<file path="src/rtl/fpsmv_pkg.sv">
package fpsmv_pkg;

    localparam int MAX_WIDTH    = 32;
    localparam int INDEX_BITS   = 16;
    localparam int DATA_BITS    = 32;
    localparam int SUM_BITS     = 51;
    localparam int WIDTH_BITS   = 6;
    localparam int RING_DEPTH   = MAX_WIDTH + 1;
    localparam int SLOT_BITS    = $clog2(RING_DEPTH);
    localparam int COUNT_BITS   = $clog2(MAX_WIDTH + 1);
    localparam int COL_BITS     = $clog2(MAX_WIDTH);
    localparam int S_TDATA_BITS = 6 * DATA_BITS;
    localparam int M_TDATA_BITS = ((SUM_BITS + INDEX_BITS + 7) / 8) * 8;
    localparam int QUEUE_DEPTH  = 2;
    localparam int QPTR_BITS    = $clog2(QUEUE_DEPTH);

    localparam logic [WIDTH_BITS-1:0] WIDTH_RESET = WIDTH_BITS'(4);

    typedef logic signed [DATA_BITS-1:0] data_t;
    typedef logic signed [SUM_BITS-1:0]  sum_t;
    typedef logic [SLOT_BITS-1:0]        slot_t;
    typedef logic [COUNT_BITS-1:0]       count_t;
    typedef logic [INDEX_BITS-1:0]       index_t;

    // One classified grid point as handed from the front to the back.
    typedef struct packed {
        data_t  value;
        data_t  coef_centre;
        data_t  coef_to_next_col;
        data_t  coef_to_prev_col;
        data_t  coef_to_next_row;
        data_t  coef_to_prev_row;
        logic   last_point;
        index_t point_index;
        slot_t  head;         // ring slot of this point
        logic   col_nz;       // not in the first column
        logic   above;        // a full row of earlier points exists
        logic   has_prev;     // at least one earlier point
        count_t flush_count;  // earlier points still pending, at most one row
        count_t width;        // effective row width
    } item_t;

endpackage

</file>
<file path="src/rtl/fpsmv_front.sv">
module fpsmv_front
    import fpsmv_pkg::*;
(
    input  logic                    aclk,
    input  logic                    aresetn,
    input  logic                    s_tvalid,
    output logic                    s_tready,
    input  logic [S_TDATA_BITS-1:0] s_tdata,
    input  logic                    s_tlast,
    input  logic                    cfg_valid,
    output logic                    cfg_ready,
    input  logic [WIDTH_BITS-1:0]   cfg_data,
    output logic                    push_valid,
    input  logic                    push_ready,
    output item_t                   push_item
);

    logic [WIDTH_BITS-1:0] width_reg;
    logic [COL_BITS-1:0]   col_reg;
    index_t                index_reg;
    slot_t                 head_reg;
    count_t                earlier_reg;

    count_t eff_width;
    count_t col_inc;
    logic   accept;

    assign cfg_ready  = 1'b1;
    assign s_tready   = push_ready;
    assign push_valid = s_tvalid;
    assign accept     = s_tvalid && push_ready;

    // Clamp the row width into the supported range
    always_comb begin
        if (width_reg == '0) begin
            eff_width = COUNT_BITS'(1);
        end else if (COUNT_BITS'(width_reg) > COUNT_BITS'(MAX_WIDTH)) begin
            eff_width = COUNT_BITS'(MAX_WIDTH);
        end else begin
            eff_width = COUNT_BITS'(width_reg);
        end
    end

    assign col_inc = COUNT_BITS'(col_reg) + COUNT_BITS'(1);

    // Unpack the point and tag it with its place in the grid
    always_comb begin
        push_item.value            = s_tdata[0*DATA_BITS +: DATA_BITS];
        push_item.coef_centre      = s_tdata[1*DATA_BITS +: DATA_BITS];
        push_item.coef_to_next_col = s_tdata[2*DATA_BITS +: DATA_BITS];
        push_item.coef_to_prev_col = s_tdata[3*DATA_BITS +: DATA_BITS];
        push_item.coef_to_next_row = s_tdata[4*DATA_BITS +: DATA_BITS];
        push_item.coef_to_prev_row = s_tdata[5*DATA_BITS +: DATA_BITS];
        push_item.last_point       = s_tlast;
        push_item.point_index      = index_reg;
        push_item.head             = head_reg;
        push_item.col_nz           = (col_reg != '0);
        push_item.above            = (earlier_reg >= eff_width);
        push_item.has_prev         = (earlier_reg != '0);
        push_item.flush_count      = (earlier_reg >= eff_width) ? eff_width : earlier_reg;
        push_item.width            = eff_width;
    end

    // Track grid position; restart on a width write or after the last point
    always_ff @(posedge aclk) begin
        if (!aresetn) begin
            width_reg   <= WIDTH_RESET;
            col_reg     <= '0;
            index_reg   <= '0;
            head_reg    <= '0;
            earlier_reg <= '0;
        end else if (cfg_valid && cfg_ready) begin
            width_reg   <= cfg_data;
            col_reg     <= '0;
            index_reg   <= '0;
            head_reg    <= '0;
            earlier_reg <= '0;
        end else if (accept) begin
            if (s_tlast) begin
                col_reg     <= '0;
                index_reg   <= '0;
                head_reg    <= '0;
                earlier_reg <= '0;
            end else begin
                col_reg   <= (col_inc >= eff_width) ? '0 : COL_BITS'(col_inc);
                index_reg <= index_reg + INDEX_BITS'(1);
                head_reg  <= (head_reg == slot_t'(RING_DEPTH - 1)) ?
                             '0 : head_reg + slot_t'(1);
                if (earlier_reg < eff_width) begin
                    earlier_reg <= earlier_reg + COUNT_BITS'(1);
                end
            end
        end
    end

endmodule

</file>
<file path="config.mk">
export PLATFORM = sky130hd
export DESIGN_NAME = fpsmv_front
export DESIGN_NICKNAME = d
export VERILOG_FILES = /design/src/rtl/fpsmv_pkg.sv /design/src/rtl/fpsmv_front.sv
export SDC_FILE = /design/constraint.sdc
export NUM_CORES = 1
export LEC_CHECK = 0
export ABC_AREA = 0
export BUFFER_PORTS_ARGS = -buffer_cell sky130_fd_sc_hd__buf_4
export CAP_MARGIN = 10
export CORE_AREA = 8 8 162 164
export DETAILED_ROUTE_END_ITERATION = 6
export DIE_AREA = 0 0 170 172
export GPL_TIMING_DRIVEN = 1
export PLACE_DENSITY_LB_ADDON = 0.05
export SLEW_MARGIN = 0
export SYNTH_ARGS = -nofsm -noshare
export SYNTH_HDL_FRONTEND = slang
export SYNTH_SLANG_ARGS = --single-unit
</file>
<file path="constraint.sdc">
create_clock -name aclk -period 3.49 [get_ports aclk]
set_clock_uncertainty 0.1 [all_clocks]
set_input_delay 0.1745 -clock aclk [delete_from_list [all_inputs] [get_ports aclk]]
set_output_delay 0.1745 -clock aclk [all_outputs]
set_load 0.005 [all_outputs]
</file>
Word level (Yosys, flattened, before mapping):

Cells that the tools add are included.
Widths: inputs -> output; s select.

* logic and storage cells: 32
* output and inout port bits: 233
* input bits: 204
* bits in registers: 39

* bitwise gates (word level): 1
* reductions and logical operators: 7
* equal/unequal tests: 1
* order comparisons: 4
* $add $sub $neg: 4
* multiplexer cells: 10

Operators with widths (number)
* $mux 6: 7
* $add 16x1->16 const B: 1
* $mux 16: 1
* $add 6x1->6 const B: 2
* $ge 6x6->1: 2
* $mux 5: 2
* $add 5x1->6 const B: 1
* $eq 6x6->1 const B: 1
* $gt 6x6->1 const B: 1
* $logic_not 6->1: 1
* $lt 6x6->1: 1
* $reduce_bool 6->1: 1
* $reduce_bool 5->1: 1
* $reduce_and 2->1: 1
* $reduce_bool 2->1: 1
* $reduce_or 2->1: 1
* $logic_and 1x1->1: 1
* $not 1->1: 1

Depth between registers and ports, before layout:

* word-level depth: 6
* gate-level depth with buffers: 10
* mapped depth without buffers: 9

Worst setup path after synthesis:

OpenSTA, ideal clock, no wires.

* path kind: reg-to-reg
* from: register width_reg[1]
* to: register earlier_reg[3]
* library setup time: 74 ps
* stages on the path, launching flop included: 10
* buffers on the path: 0
* slack: 1342 ps
* arrival: 1974 ps
* clock period less this slack: 2148 ps
* data required time: 3316 ps
* cells stage by stage: dfxtp_1 nor4_1 nor2_1 nor2_1 ha_1 nor2b_4 o21bai_4 nand2_4 or4_1 a31oi_1

RTL lines
* start: declaration: RTL line fpsmv_front.sv:18 `logic [WIDTH_BITS-1:0] width_reg;`
* start signal: assignment: RTL line fpsmv_front.sv:73 `width_reg <= cfg_data;`
* end signal: assignment: RTL line fpsmv_front.sv:90 `earlier_reg <= earlier_reg + COUNT_BITS'(1);`
* end: declaration: RTL line fpsmv_front.sv:22 `count_t earlier_reg;`

==> results.toml <==
[status]
status = "completed"

[yosys]
muxShareOfSynthArea_pct = 2.199
syn_nets = 684
ys_ff_latch = 39
post_synth.cell_area_avg_um2 = 8.148
synth-compound-area-share_pct = 8.861
synthAdderAreaFrac_pct = 6.329
synth-xor-area-share_pct = 3.731
ys_seq_area_share_pct = 20.79
yosys.area_share.simple_pct = 15.99
synthCells = 461
synth_top_family_by_area = "buffers and inverters"
synth_cell_type_count = 49
netlist_area_mm2 = 0.003756
ys_warn_count = 0

[power]
leakage_nw = 1.247
ir_drop_mv = 0.1324
pwr_density_cell_mw_per_mm2 = 350.0

[clock_network]
postCtsSetupRepairBufs = 0
cts_resized = 0
numCtsBuffers = 5
cts_tree = "done"
clockBufferDepth = 2
cts.reportedPaths.clkPinSlew_ps = 70
clock-sinks = 39
h-tree-depth = 2
root_buffer = "clkbuf_16"
clkLatencyLatePin_ps = 300

[floorplanning]
core_mm2 = 0.02382
dieHeight_um = 172
design.die.area_mm2 = 0.02924
dieWidth_um = 170
ios = 437
core.rowCount = 57
start_util_pct = 15.77

[global_route]
grt_antenna_before_repair = 0
grt_pass1_wl_mm = 18.64
grt_pass1_vias = 2331
grt_max_degree = 17
grt_usage_pct = 9.028
grt-ovfl-total = 0

[sta]
fin_hold_ws_ps = 36.12
hold_viol = 0
fmax_mhz = 343.9
rsz0062_at_grt = "false"
setup_tns_ps = 0
setup_viol = 0
layout_min_cycle_time_ps = 2908
slew_headroom_pct = 58.16
final-max-slew-violation-count = 0
finalCritPeriodShare_pct = 83.32
tightest_slew_ps = 626.2

[routing]
dr.pass1.iters = 4
drtAntennaViolNets = 0
first_iter_violations = 74
wl_per_cell_um = 21.77
drt_wl_total_mm = 13.98
post_drt_via_cell_ratio = 3.491
vias = 2241
drc = 0

[hold_path]
hold-path-endpoint = "width_reg[3]"
min_from = "cfg_data[3]"
hold_path.class = "input pin to register"
worst_hold_path.num_cells = 3

[critical_path]
worstPathMaxFanout = 12
r2r_start = "width_reg[5]"
r2r_cells = 8
r2r-end = "earlier_reg[3]"
endpoint_kind = "output pin"
path_class = "register to output pin"
rrSetupSlack_ps = 1110
startpoint_type = "register"
cp_data_arrival_time_ps = 2630
cp.required_ps = 3220

[layout]
fillers = 2737
largest_reg_flops = 16
finish.utilization_pct = 13.44
nets = 541
syn_to_final_growth_pct = -14.76
multiInputGateArea_mm2 = 0.001398
num_antenna_cells = 0
regArea_um2 = 780.7
drive_gt1_share_pct = 23.58

[flow_run]
cap_violations = 0

[placed_design]
dp_hpwl_mm = 11.88
gp_congestion = 0.6310
portBuffers = 51
-- cell usage after synthesis, drive strengths merged --
library cell	number	area share, %
or2	1	0.17
a211oi	1	0.20
nor3	4	0.83
o21a	2	0.60
inv	13	1.3
mux2	2	0.60
and4	2	0.47
nand4	8	1.5
nand2	30	3.2
a21o	3	0.60
and3	1	0.17
ha	19	6.3
xor2	9	2.1
dfxtp	39	21
nand3	9	1.2
mux2i	6	1.6
conb	1	0.10
buf	197	39
a21oi	18	2.7
a22o	3	0.70
nor2b	7	1.4
nor4	2	0.33
o21ai	15	2.0
a31o	1	0.23
nor2	26	2.6
a31oi	5	0.83
or3	6	1.0
nand3b	2	0.40
a221oi	1	0.23
and2b	1	0.20
a41o	1	0.27
o21bai	1	0.50
clkbuf	7	1.2
or4	3	0.60
or4b	2	0.53
xnor2	7	1.6
and2	1	0.17
nand2b	5	1.2
-- metal layers --
layer  part of all wire, %  global-route usage [%]  vias to the layer above
met2                    53                   16.63                      156
li1                      -                       -                     1038
met4                   3.2                   4.424                        0
met1                    28                   7.350                     1005
met5                     0                       0                        -
met3                    16                   5.845                       42
-- cell families (layout without fill, tap and decap cells) --
logic type | count (synthesis) | after routing
DFF | 39 | 39
xor gates and xnor gates | 16 | 16
muxes | 8 | 8
AOI/OAI and AO/OA | 51 | 51
and+or+nand+nor | 110 | 110
adders and majority gates | 19 | 19
other | 1 | 1
buffers and inverters | 217 | 74
-- final cells by class --
| type | instances | share of cell area, % |
|---|---|---|
| Clock buffer | 6 | 4.025 |
| Clock inverter | 1 | 0.9379 |
| Inverter | 13 | 1.524 |
| Multi-Input combinational cell | 205 | 43.65 |
| Sequential cell | 39 | 24.38 |
| Tap cell | 324 | 12.66 |
| Timing Repair Buffer | 54 | 12.82 |
-- report_power, final --
| part | internal, mW | switching (mW) |
|---|---|---|
| Sequential | 0.450 | 0.00515 |
| Clock | 0.335 | 0.210 |
| Combinational | 0.0527 | 0.0683 |
| Total | 0.838 | 0.283 |
-- how the worst max path moves through the flow --
| stage | from | end | slack (ps) |
|---|---|---|---|
| 4_1_cts | width_reg[5] | push_item[6] | 510 |
| 3_5_place_dp | width_reg[5] | push_item[6] | 860 |
| 3_3_place_gp | width_reg[5] | push_item[6] | 890 |
| 5_1_grt | width_reg[5] | push_item[6] | 350 |
| 2_1_floorplan | width_reg[1] | earlier_reg[3] | 1340 |
| 6_report | width_reg[5] | push_item[6] | 580 |
-- worst max-delay path, cell delays in order, from the launching register on --
cell and delay (ps):
dfxtp_1 330, inv_1 220, nand2_1 180, ha_1 340, nor2b_4 140, a211oi_1 210
o21a_1 380, mux2_2 390, buf_4 140
-- what timing repair did --
| item | 4_1_cts | 5_1_grt |
|---|---|---|
| endpoints found under the setup margin | 0 | 0 |
| hold buffers | 2 | 0 |
| endpoints found under the hold margin | 1 | 0 |
-- metrics by stage --
stage	total power [mW]	instance area, um^2	cells	worst slack, ps
5_1_grt	1.182	3202	642	350.8
4_1_cts	1.153	3202	642	512.7
6_report	1.121	3202	642	582.3
3_3_place_gp	0.5926	3023	633	893.4
3_5_place_dp	0.5903	3023	633	858.6
2_1_floorplan	0.7148	3756	461	1342
-- cells in the final DEF, fill, tap and decap left out, types with 9 or more instances in the layout --
cell type	netlist	layout
buf_4	196	52
dfxtp_1	39	39
nand2_1	29	29
nor2_1	26	26
ha_1	19	19
o21ai_0	15	15
a21oi_1	15	15
inv_1	13	13
nand3_1	9	9
xor2_1	9	9
No activity file was read; power rests on OpenSTA's default activity.
