===== src/rtl/fpsmv_pkg.sv =====
package fpsmv_pkg;

    localparam int MAX_WIDTH    = 32;
    localparam int INDEX_BITS   = 16;
    localparam int DATA_BITS    = 32;
    localparam int SUM_BITS     = 51;
    localparam int WIDTH_BITS   = 6;
    localparam int RING_DEPTH   = MAX_WIDTH + 1;
    localparam int SLOT_BITS    = $clog2(RING_DEPTH);
    localparam int COUNT_BITS   = $clog2(MAX_WIDTH + 1);
    localparam int COL_BITS     = $clog2(MAX_WIDTH);
    localparam int S_TDATA_BITS = 6 * DATA_BITS;
    localparam int M_TDATA_BITS = ((SUM_BITS + INDEX_BITS + 7) / 8) * 8;
    localparam int QUEUE_DEPTH  = 2;
    localparam int QPTR_BITS    = $clog2(QUEUE_DEPTH);

    localparam logic [WIDTH_BITS-1:0] WIDTH_RESET = WIDTH_BITS'(4);

    typedef logic signed [DATA_BITS-1:0] data_t;
    typedef logic signed [SUM_BITS-1:0]  sum_t;
    typedef logic [SLOT_BITS-1:0]        slot_t;
    typedef logic [COUNT_BITS-1:0]       count_t;
    typedef logic [INDEX_BITS-1:0]       index_t;

    // One classified grid point as handed from the front to the back.
    typedef struct packed {
        data_t  value;
        data_t  coef_centre;
        data_t  coef_to_next_col;
        data_t  coef_to_prev_col;
        data_t  coef_to_next_row;
        data_t  coef_to_prev_row;
        logic   last_point;
        index_t point_index;
        slot_t  head;         // ring slot of this point
        logic   col_nz;       // not in the first column
        logic   above;        // a full row of earlier points exists
        logic   has_prev;     // at least one earlier point
        count_t flush_count;  // earlier points still pending, at most one row
        count_t width;        // effective row width
    } item_t;

endpackage


===== src/rtl/fpsmv_queue.sv =====
module fpsmv_queue
    import fpsmv_pkg::*;
(
    input  logic  aclk,
    input  logic  aresetn,
    input  logic  push_valid,
    output logic  push_ready,
    input  item_t push_item,
    output logic  pop_valid,
    input  logic  pop_ready,
    output item_t pop_item
);

    item_t                store_reg [QUEUE_DEPTH];
    logic [QPTR_BITS-1:0] wr_ptr_reg;
    logic [QPTR_BITS-1:0] rd_ptr_reg;
    logic [QPTR_BITS:0]   count_reg;
    logic                 do_push;
    logic                 do_pop;

    assign push_ready = (count_reg != (QPTR_BITS+1)'(QUEUE_DEPTH));
    assign pop_valid  = (count_reg != '0);
    assign pop_item   = store_reg[rd_ptr_reg];
    assign do_push    = push_valid && push_ready;
    assign do_pop     = pop_valid && pop_ready;

    // Hold entries
    always_ff @(posedge aclk) begin
        if (do_push) begin
            store_reg[wr_ptr_reg] <= push_item;
        end
    end

    // Advance pointers and fill level
    always_ff @(posedge aclk) begin
        if (!aresetn) begin
            wr_ptr_reg <= '0;
            rd_ptr_reg <= '0;
            count_reg  <= '0;
        end else begin
            if (do_push) begin
                wr_ptr_reg <= wr_ptr_reg + QPTR_BITS'(1);
            end
            if (do_pop) begin
                rd_ptr_reg <= rd_ptr_reg + QPTR_BITS'(1);
            end
            if (do_push && !do_pop) begin
                count_reg <= count_reg + (QPTR_BITS+1)'(1);
            end else if (do_pop && !do_push) begin
                count_reg <= count_reg - (QPTR_BITS+1)'(1);
            end
        end
    end

endmodule


===== config.mk =====
export PLATFORM = sky130hd
export DESIGN_NAME = fpsmv_queue
export DESIGN_NICKNAME = d
export VERILOG_FILES = /design/src/rtl/fpsmv_pkg.sv /design/src/rtl/fpsmv_queue.sv
export SDC_FILE = /design/constraint.sdc
export NUM_CORES = 1
export LEC_CHECK = 0
export BUFFER_PORTS_ARGS = -buffer_cell sky130_fd_sc_hd__buf_2
export CORE_UTILIZATION = 53
export CTS_CLUSTER_SIZE = 40
export DETAILED_ROUTE_END_ITERATION = 10
export PLACE_DENSITY = 0.8
export SLEW_MARGIN = 40
export SYNTH_ARGS = -nofsm -noshare
export SYNTH_HDL_FRONTEND = slang
export SYNTH_SLANG_ARGS = --single-unit

===== constraint.sdc =====
create_clock -name aclk -period 9.54 [get_ports aclk]
set_clock_uncertainty 0.05 [all_clocks]
set_input_delay 1.908 -clock aclk [delete_from_list [all_inputs] [get_ports aclk]]
set_output_delay 1.908 -clock aclk [all_outputs]
set_load 0.05 [all_outputs]

### After elaboration in Yosys (flattened, before gate mapping)

Memory sizes are Yosys's and may differ from the RTL's. A register that Yosys moved wholly into a read port is not among the register bits.
Cells that the tools add are included.

* flip-flop bits (word level): 4
* RAM bits: 460
* input bits: 234
* output and inout port bits: 232
* memories kept: 1

Memories
* store_reg: depth 2, width 230, read ports 1, clocked after memory_dff 1, write ports 1, RTL line fpsmv_queue.sv:14 `item_t store_reg [QUEUE_DEPTH];`

* $add $sub $neg: 4
* equal/unequal tests: 1
* multiplexer cells: 6
* reductions and logical operators: 8

Operators by type and width (count)
* $logic_and A1 B1 Y1: 4
* $mux W1: 4
* $mux W2: 2
* $reduce_bool A2 Y1: 2
* $add A1 B1 Y1 const B: 2
* $add A2 B1 Y2 const B: 1
* $logic_not A1 Y1: 2
* $ne A2 B2 Y1 const B: 1
* $sub A2 B1 Y2 const B: 1

### Longest topological paths before layout

* depth in word-level cells: 6
* gate-level depth with buffers: 6

### Worst setup path before layout

No wires, ideal clock.

* kind: input -> register
* start point: input push_valid
* end point: memory store_reg[1][0] (netlist bit) (enable)
* library setup time: 621 ps
* arrival time: 7203 ps
* setup slack: 1666 ps
* stages on the path: 1
* path buffers: 0
* path through: and3_1

* longest elaborated chain between the ends: 3

Ends and longest elaborated chain
* from (decl): RTL line fpsmv_queue.sv:6 `input logic push_valid,`
* $logic_and A1 B1 Y1: RTL line fpsmv_queue.sv:24 `assign do_push = push_valid && push_ready;`
* $mux W1: RTL line fpsmv_queue.sv:29 `if (do_push) begin`
* $mux W1 (implied by the code): RTL line fpsmv_queue.sv:30 `store_reg[wr_ptr_reg] <= push_item;`
* to (decl): RTL line fpsmv_queue.sv:14

No other way between the ends.

==> report_table.html <==
<table>
<tr><th>Metric</th><th>Value</th></tr>
<tr><th colspan="2">Yosys</th></tr>
<tr><td>Yosys cell types</td><td>22</td></tr>
<tr><td>Dominant cells by area after synthesis</td><td>edfxtp_1 (77%), mux2_4 (17%), buf_12 (2.5%)</td></tr>
<tr><td>Number of nets in the synthesized netlist</td><td>between 900 and 1000</td></tr>
<tr><td>Async S/R FF share, synth</td><td>0</td></tr>
<tr><td>Post-synth top flop</td><td>edfxtp_1</td></tr>
<tr><td>Warning count from the yosys run</td><td>0</td></tr>
<tr><td>Leading post-synthesis cells by instance count</td><td>edfxtp_1 (460), mux2_4 (200), mux2_2 (30)</td></tr>
<tr><td>Synthesized netlist cell count</td><td>740</td></tr>
<tr><td>Yosys top cell by area</td><td>edfxtp_1</td></tr>
<tr><td>Number of flops mapped to enable cells by yosys</td><td>460</td></tr>
<tr><td>Area share of the leading cell type in the synthesized netlist</td><td>0.773</td></tr>
<tr><td>Flops &amp; latches, synth</td><td>approximately 470</td></tr>
<tr><td>Avg Inst Size Synth</td><td>approximately 24 sq um</td></tr>
<tr><td>Most numerous cell in the Yosys netlist</td><td>edfxtp_1</td></tr>
<tr><td>Sequential cell area fraction in the yosys report</td><td>0.779</td></tr>
<tr><td>Mapped Area</td><td>17900 sq um</td></tr>
<tr><th colspan="2">Setup path</th></tr>
<tr><td>Sort of element at the end of the critical path</td><td>primary output</td></tr>
<tr><td>Data arrival time of the critical path</td><td>3.03 ns</td></tr>
<tr><td>Worst Setup Start Kind</td><td>flip-flop</td></tr>
<tr><td>Critical path class</td><td>flip-flop to primary output</td></tr>
<tr><td>Delay contributed by the slowest stage of the critical path</td><td>just over 0.8 ns</td></tr>
<tr><td>Required time worst endpoint</td><td>about 7.6 ns</td></tr>
<tr><td>Largest driver fanout on the critical path</td><td>57</td></tr>
<tr><td>Series of cell instances along the critical path</td><td>buf_4, buf_6, mux2_4, buf_2</td></tr>
<tr><td>Highest-delay cell along the critical path</td><td>dfxtp_4</td></tr>
<tr><th colspan="2">STA</th></tr>
<tr><td>Max-slew headroom at the worst pin</td><td>0.470</td></tr>
<tr><td>Max Slew Vio Count</td><td>0</td></tr>
<tr><td>Portion of the clock cycle consumed by the worst path in the final layout</td><td>0.523</td></tr>
<tr><td>Number of setup violations in the final report</td><td>0</td></tr>
<tr><td>RSZ-0062 raised after global routing</td><td>false</td></tr>
<tr><td>Final period demand of the worst path</td><td>between 4 and 5 ns</td></tr>
<tr><td>Actual transition at the worst max-transition pin</td><td>0.795 ns</td></tr>
<tr><td>Final total negative setup slack</td><td>0 ns</td></tr>
<tr><td>Final-report hold violation count</td><td>0</td></tr>
<tr><td>Top achievable clock speed</td><td>between 200 and 250 MHz</td></tr>
<tr><th colspan="2">Clock tree</th></tr>
<tr><td>Hold buffer count at CTS</td><td>0</td></tr>
<tr><td>Max Buffers Root-to-Sink</td><td>3</td></tr>
<tr><td>Clk sink count</td><td>roughly 470</td></tr>
<tr><td>Count of instances resized after the clock tree is built</td><td>0</td></tr>
<tr><td>Clock slew at reported path FFs</td><td>0.06 ns</td></tr>
<tr><td>Root cell of the clock tree</td><td>clkbuf_16</td></tr>
<tr><td>TritonCTS Buffers</td><td>46</td></tr>
<tr><td>Clock network latency to the later pin of the worst-skew pair</td><td>0.53 ns</td></tr>
<tr><td>H-tree levels</td><td>2</td></tr>
<tr><td>Number of buffers inserted by post-CTS setup repair</td><td>0</td></tr>
<tr><td>Clock tree from TritonCTS</td><td>yes</td></tr>
<tr><th colspan="2">Placement</th></tr>
<tr><td>Half-perimeter wire length after placement</td><td>around 24000 microns</td></tr>
<tr><td>DP Cell Count</td><td>1629</td></tr>
<tr><td>Count of input and output buffers</td><td>between 400 and 500</td></tr>
<tr><td>RePlAce Congestion</td><td>around 0.77</td></tr>
<tr><th colspan="2">Drt</th></tr>
<tr><td>Wire length per cell after detailed routing</td><td>approximately 21 microns</td></tr>
<tr><td>Number of routed nets with antenna violations</td><td>0</td></tr>
<tr><td>DR vias/cell</td><td>between 5 and 6</td></tr>
<tr><td>Iter 0 DRT Violations</td><td>523</td></tr>
<tr><td>Count of unresolved DRC violations after routing</td><td>0</td></tr>
<tr><td>Number of vias after detailed routing</td><td>just under 9000</td></tr>
<tr><td>Final Routed Wirelength</td><td>36100 microns</td></tr>
<tr><td>Detailed-router iteration count before antenna repair</td><td>7</td></tr>
<tr><th colspan="2">GRT</th></tr>
<tr><td>Number of global-route vias before repair</td><td>8798</td></tr>
<tr><td>Initial antenna violation count</td><td>8</td></tr>
<tr><td>Overall routing resource usage</td><td>0.200</td></tr>
<tr><td>Wire length of the first global-routing pass</td><td>just over 50000 microns</td></tr>
<tr><td>Remaining Overflow, GRT</td><td>0</td></tr>
<tr><td>Pin count of the biggest net entering global routing</td><td>between 90 and 100</td></tr>
<tr><th colspan="2">Cells and area</th></tr>
<tr><td>Area of the multi-input gates</td><td>3480 sq um</td></tr>
<tr><td>Signed area change from the synthesized netlist to the final layout</td><td>23.7%</td></tr>
<tr><td>Net count, final</td><td>approximately 1500</td></tr>
<tr><td>Layout cells sized above 1</td><td>0.617</td></tr>
<tr><td>Largest register FFs</td><td>between 400 and 500</td></tr>
<tr><td>Filler cell count</td><td>roughly 2200</td></tr>
<tr><td>Non-Filler Instances</td><td>between 1500 and 2000</td></tr>
<tr><td>Sequential standard cell area</td><td>13900 sq um</td></tr>
<tr><th colspan="2">Power and ir drop</th></tr>
<tr><td>Leakage power figure</td><td>8.62 nW</td></tr>
<tr><td>Power per Cell Area</td><td>between 300 and 400 nW/um^2</td></tr>
<tr><td>Largest voltage drop on the vdd net</td><td>slightly below 0.3 mV</td></tr>
<tr><th colspan="2">Floorplanning</th></tr>
<tr><td>Effective utilization at floorplan</td><td>0.544</td></tr>
<tr><td>Area of the placeable core</td><td>between 30000 and 40000 sq um</td></tr>
<tr><td>Y dimension of the die</td><td>about 190 microns</td></tr>
<tr><td>Width of the die</td><td>about 190 microns</td></tr>
<tr><td>Rows</td><td>66</td></tr>
<tr><td>Number of placed I/O pins</td><td>about 470</td></tr>
<tr><td>Floorplan die area</td><td>34400 sq um</td></tr>
<tr><th colspan="2">Run</th></tr>
<tr><td>Maximum capacitance violations</td><td>0</td></tr>
<tr><th colspan="2">Min path</th></tr>
<tr><td>Path class of the lowest-slack min-delay path</td><td>flip-flop to flip-flop</td></tr>
<tr><th colspan="2">Run status</th></tr>
<tr><td>Run status</td><td>completed</td></tr>
</table>
## final timing paths
| check | startpoint | end | slack [ns] | cells past startpoint |
|---|---|---|---|---|
| worst max-delay path | flip-flop | pop_item[59] | 4.55 | 4 |
| worst max register to register | count_reg[0] | store_reg[1][11] | 6.75 | 4 |
| worst min register to register | count_reg[1] | count_reg[1] | 0.51 | 2 |
| worst min-delay path | count_reg[1] | count_reg[1] | 0.51 | 2 |
## critical path: cells and delay by family, from the launching register on
| kind | cells | cell delay [ns] |
|---|---|---|
| buffers and inverters | 3 | 1.23 |
| DFF | 1 | 0.83 |
| muxes | 1 | 0.36 |
## area by class of cell
| cell class | count | area share |
|---|---|---|
| sequential | 465 | 0.630 |
| multi-input combinational | 248 | 0.158 |
| antenna | 4 | 0.000453 |
| inverter | 1 | 0.000510 |
| tap | 442 | 0.0250 |
| clock buffer | 56 | 0.0571 |
| clock inverter | 29 | 0.0177 |
| timing repair buffer | 473 | 0.112 |
## metrics by stage
| step | cell area (sq um) | power, mW | hold slack [ns] | setup slack [ns] | util |
|---|---|---|---|---|---|
| final | 22100 | 7.01 | 0.507 | 4.55 | 0.672 |
| after global routing | 22100 | 7.25 | 0.548 | 4.43 | 0.672 |
| after CTS | 22100 | 7.08 | 0.511 | 4.30 | 0.672 |
| after detailed placement | 20400 | 5.14 | 0.503 | 4.89 | 0.621 |
| after global placement | 20400 | 5.10 | 0.481 | 4.97 | 0.620 |
| after floorplan | 17900 | 4.82 | 0.462 | 1.67 | - |
## per-layer routing
metal	share of wire	GRT usage	vias up
met5	0.0013	0	-
met4	0.017	0.0525	8
met3	0.10	0.0724	56
met2	0.52	0.357	386
met1	0.36	0.225	4333
li1	-	-	3954
## cell families after synthesis
| family | count (synthesis) | share of synthesized area |
|---|---|---|
| simple gates | 9 | 0.00364 |
| flops | 465 | 0.779 |
| buf+inv | 27 | 0.0263 |
| xor+xnor | 3 | 0.00147 |
| fa+ha+maj | 1 | 0.000700 |
| mux | 230 | 0.187 |
| compound gates | 5 | 0.00196 |
## placed cells by master (no fill, tap or decap), types with 2 or more instances in the layout
master      synthesis  routed
clkinvlp_4          0       8
and2_1              4       4
buf_16              0       2
diode_2             0       4
mux2_4            200     200
buf_2               3     465
xnor2_1             2       2
buf_6               1       3
edfxtp_1          460     460
bufinv_16           0       9
clkbuf_16           0      49
clkinv_2            0       8
buf_12             22       2
mux2_2             30      30
dfxtp_1             5       4
clkbuf_1            0       6
clkinv_1            0       3
## power breakdown
group          internal (mW)  switching (mW)  leakage [nW]
clock network           1.19           0.734         0.787
registers               2.55          0.0998          4.34
logic                  0.765            1.67          3.49
total                   4.51            2.51          8.62
Note: power is estimated with default switching activity, not from simulation.
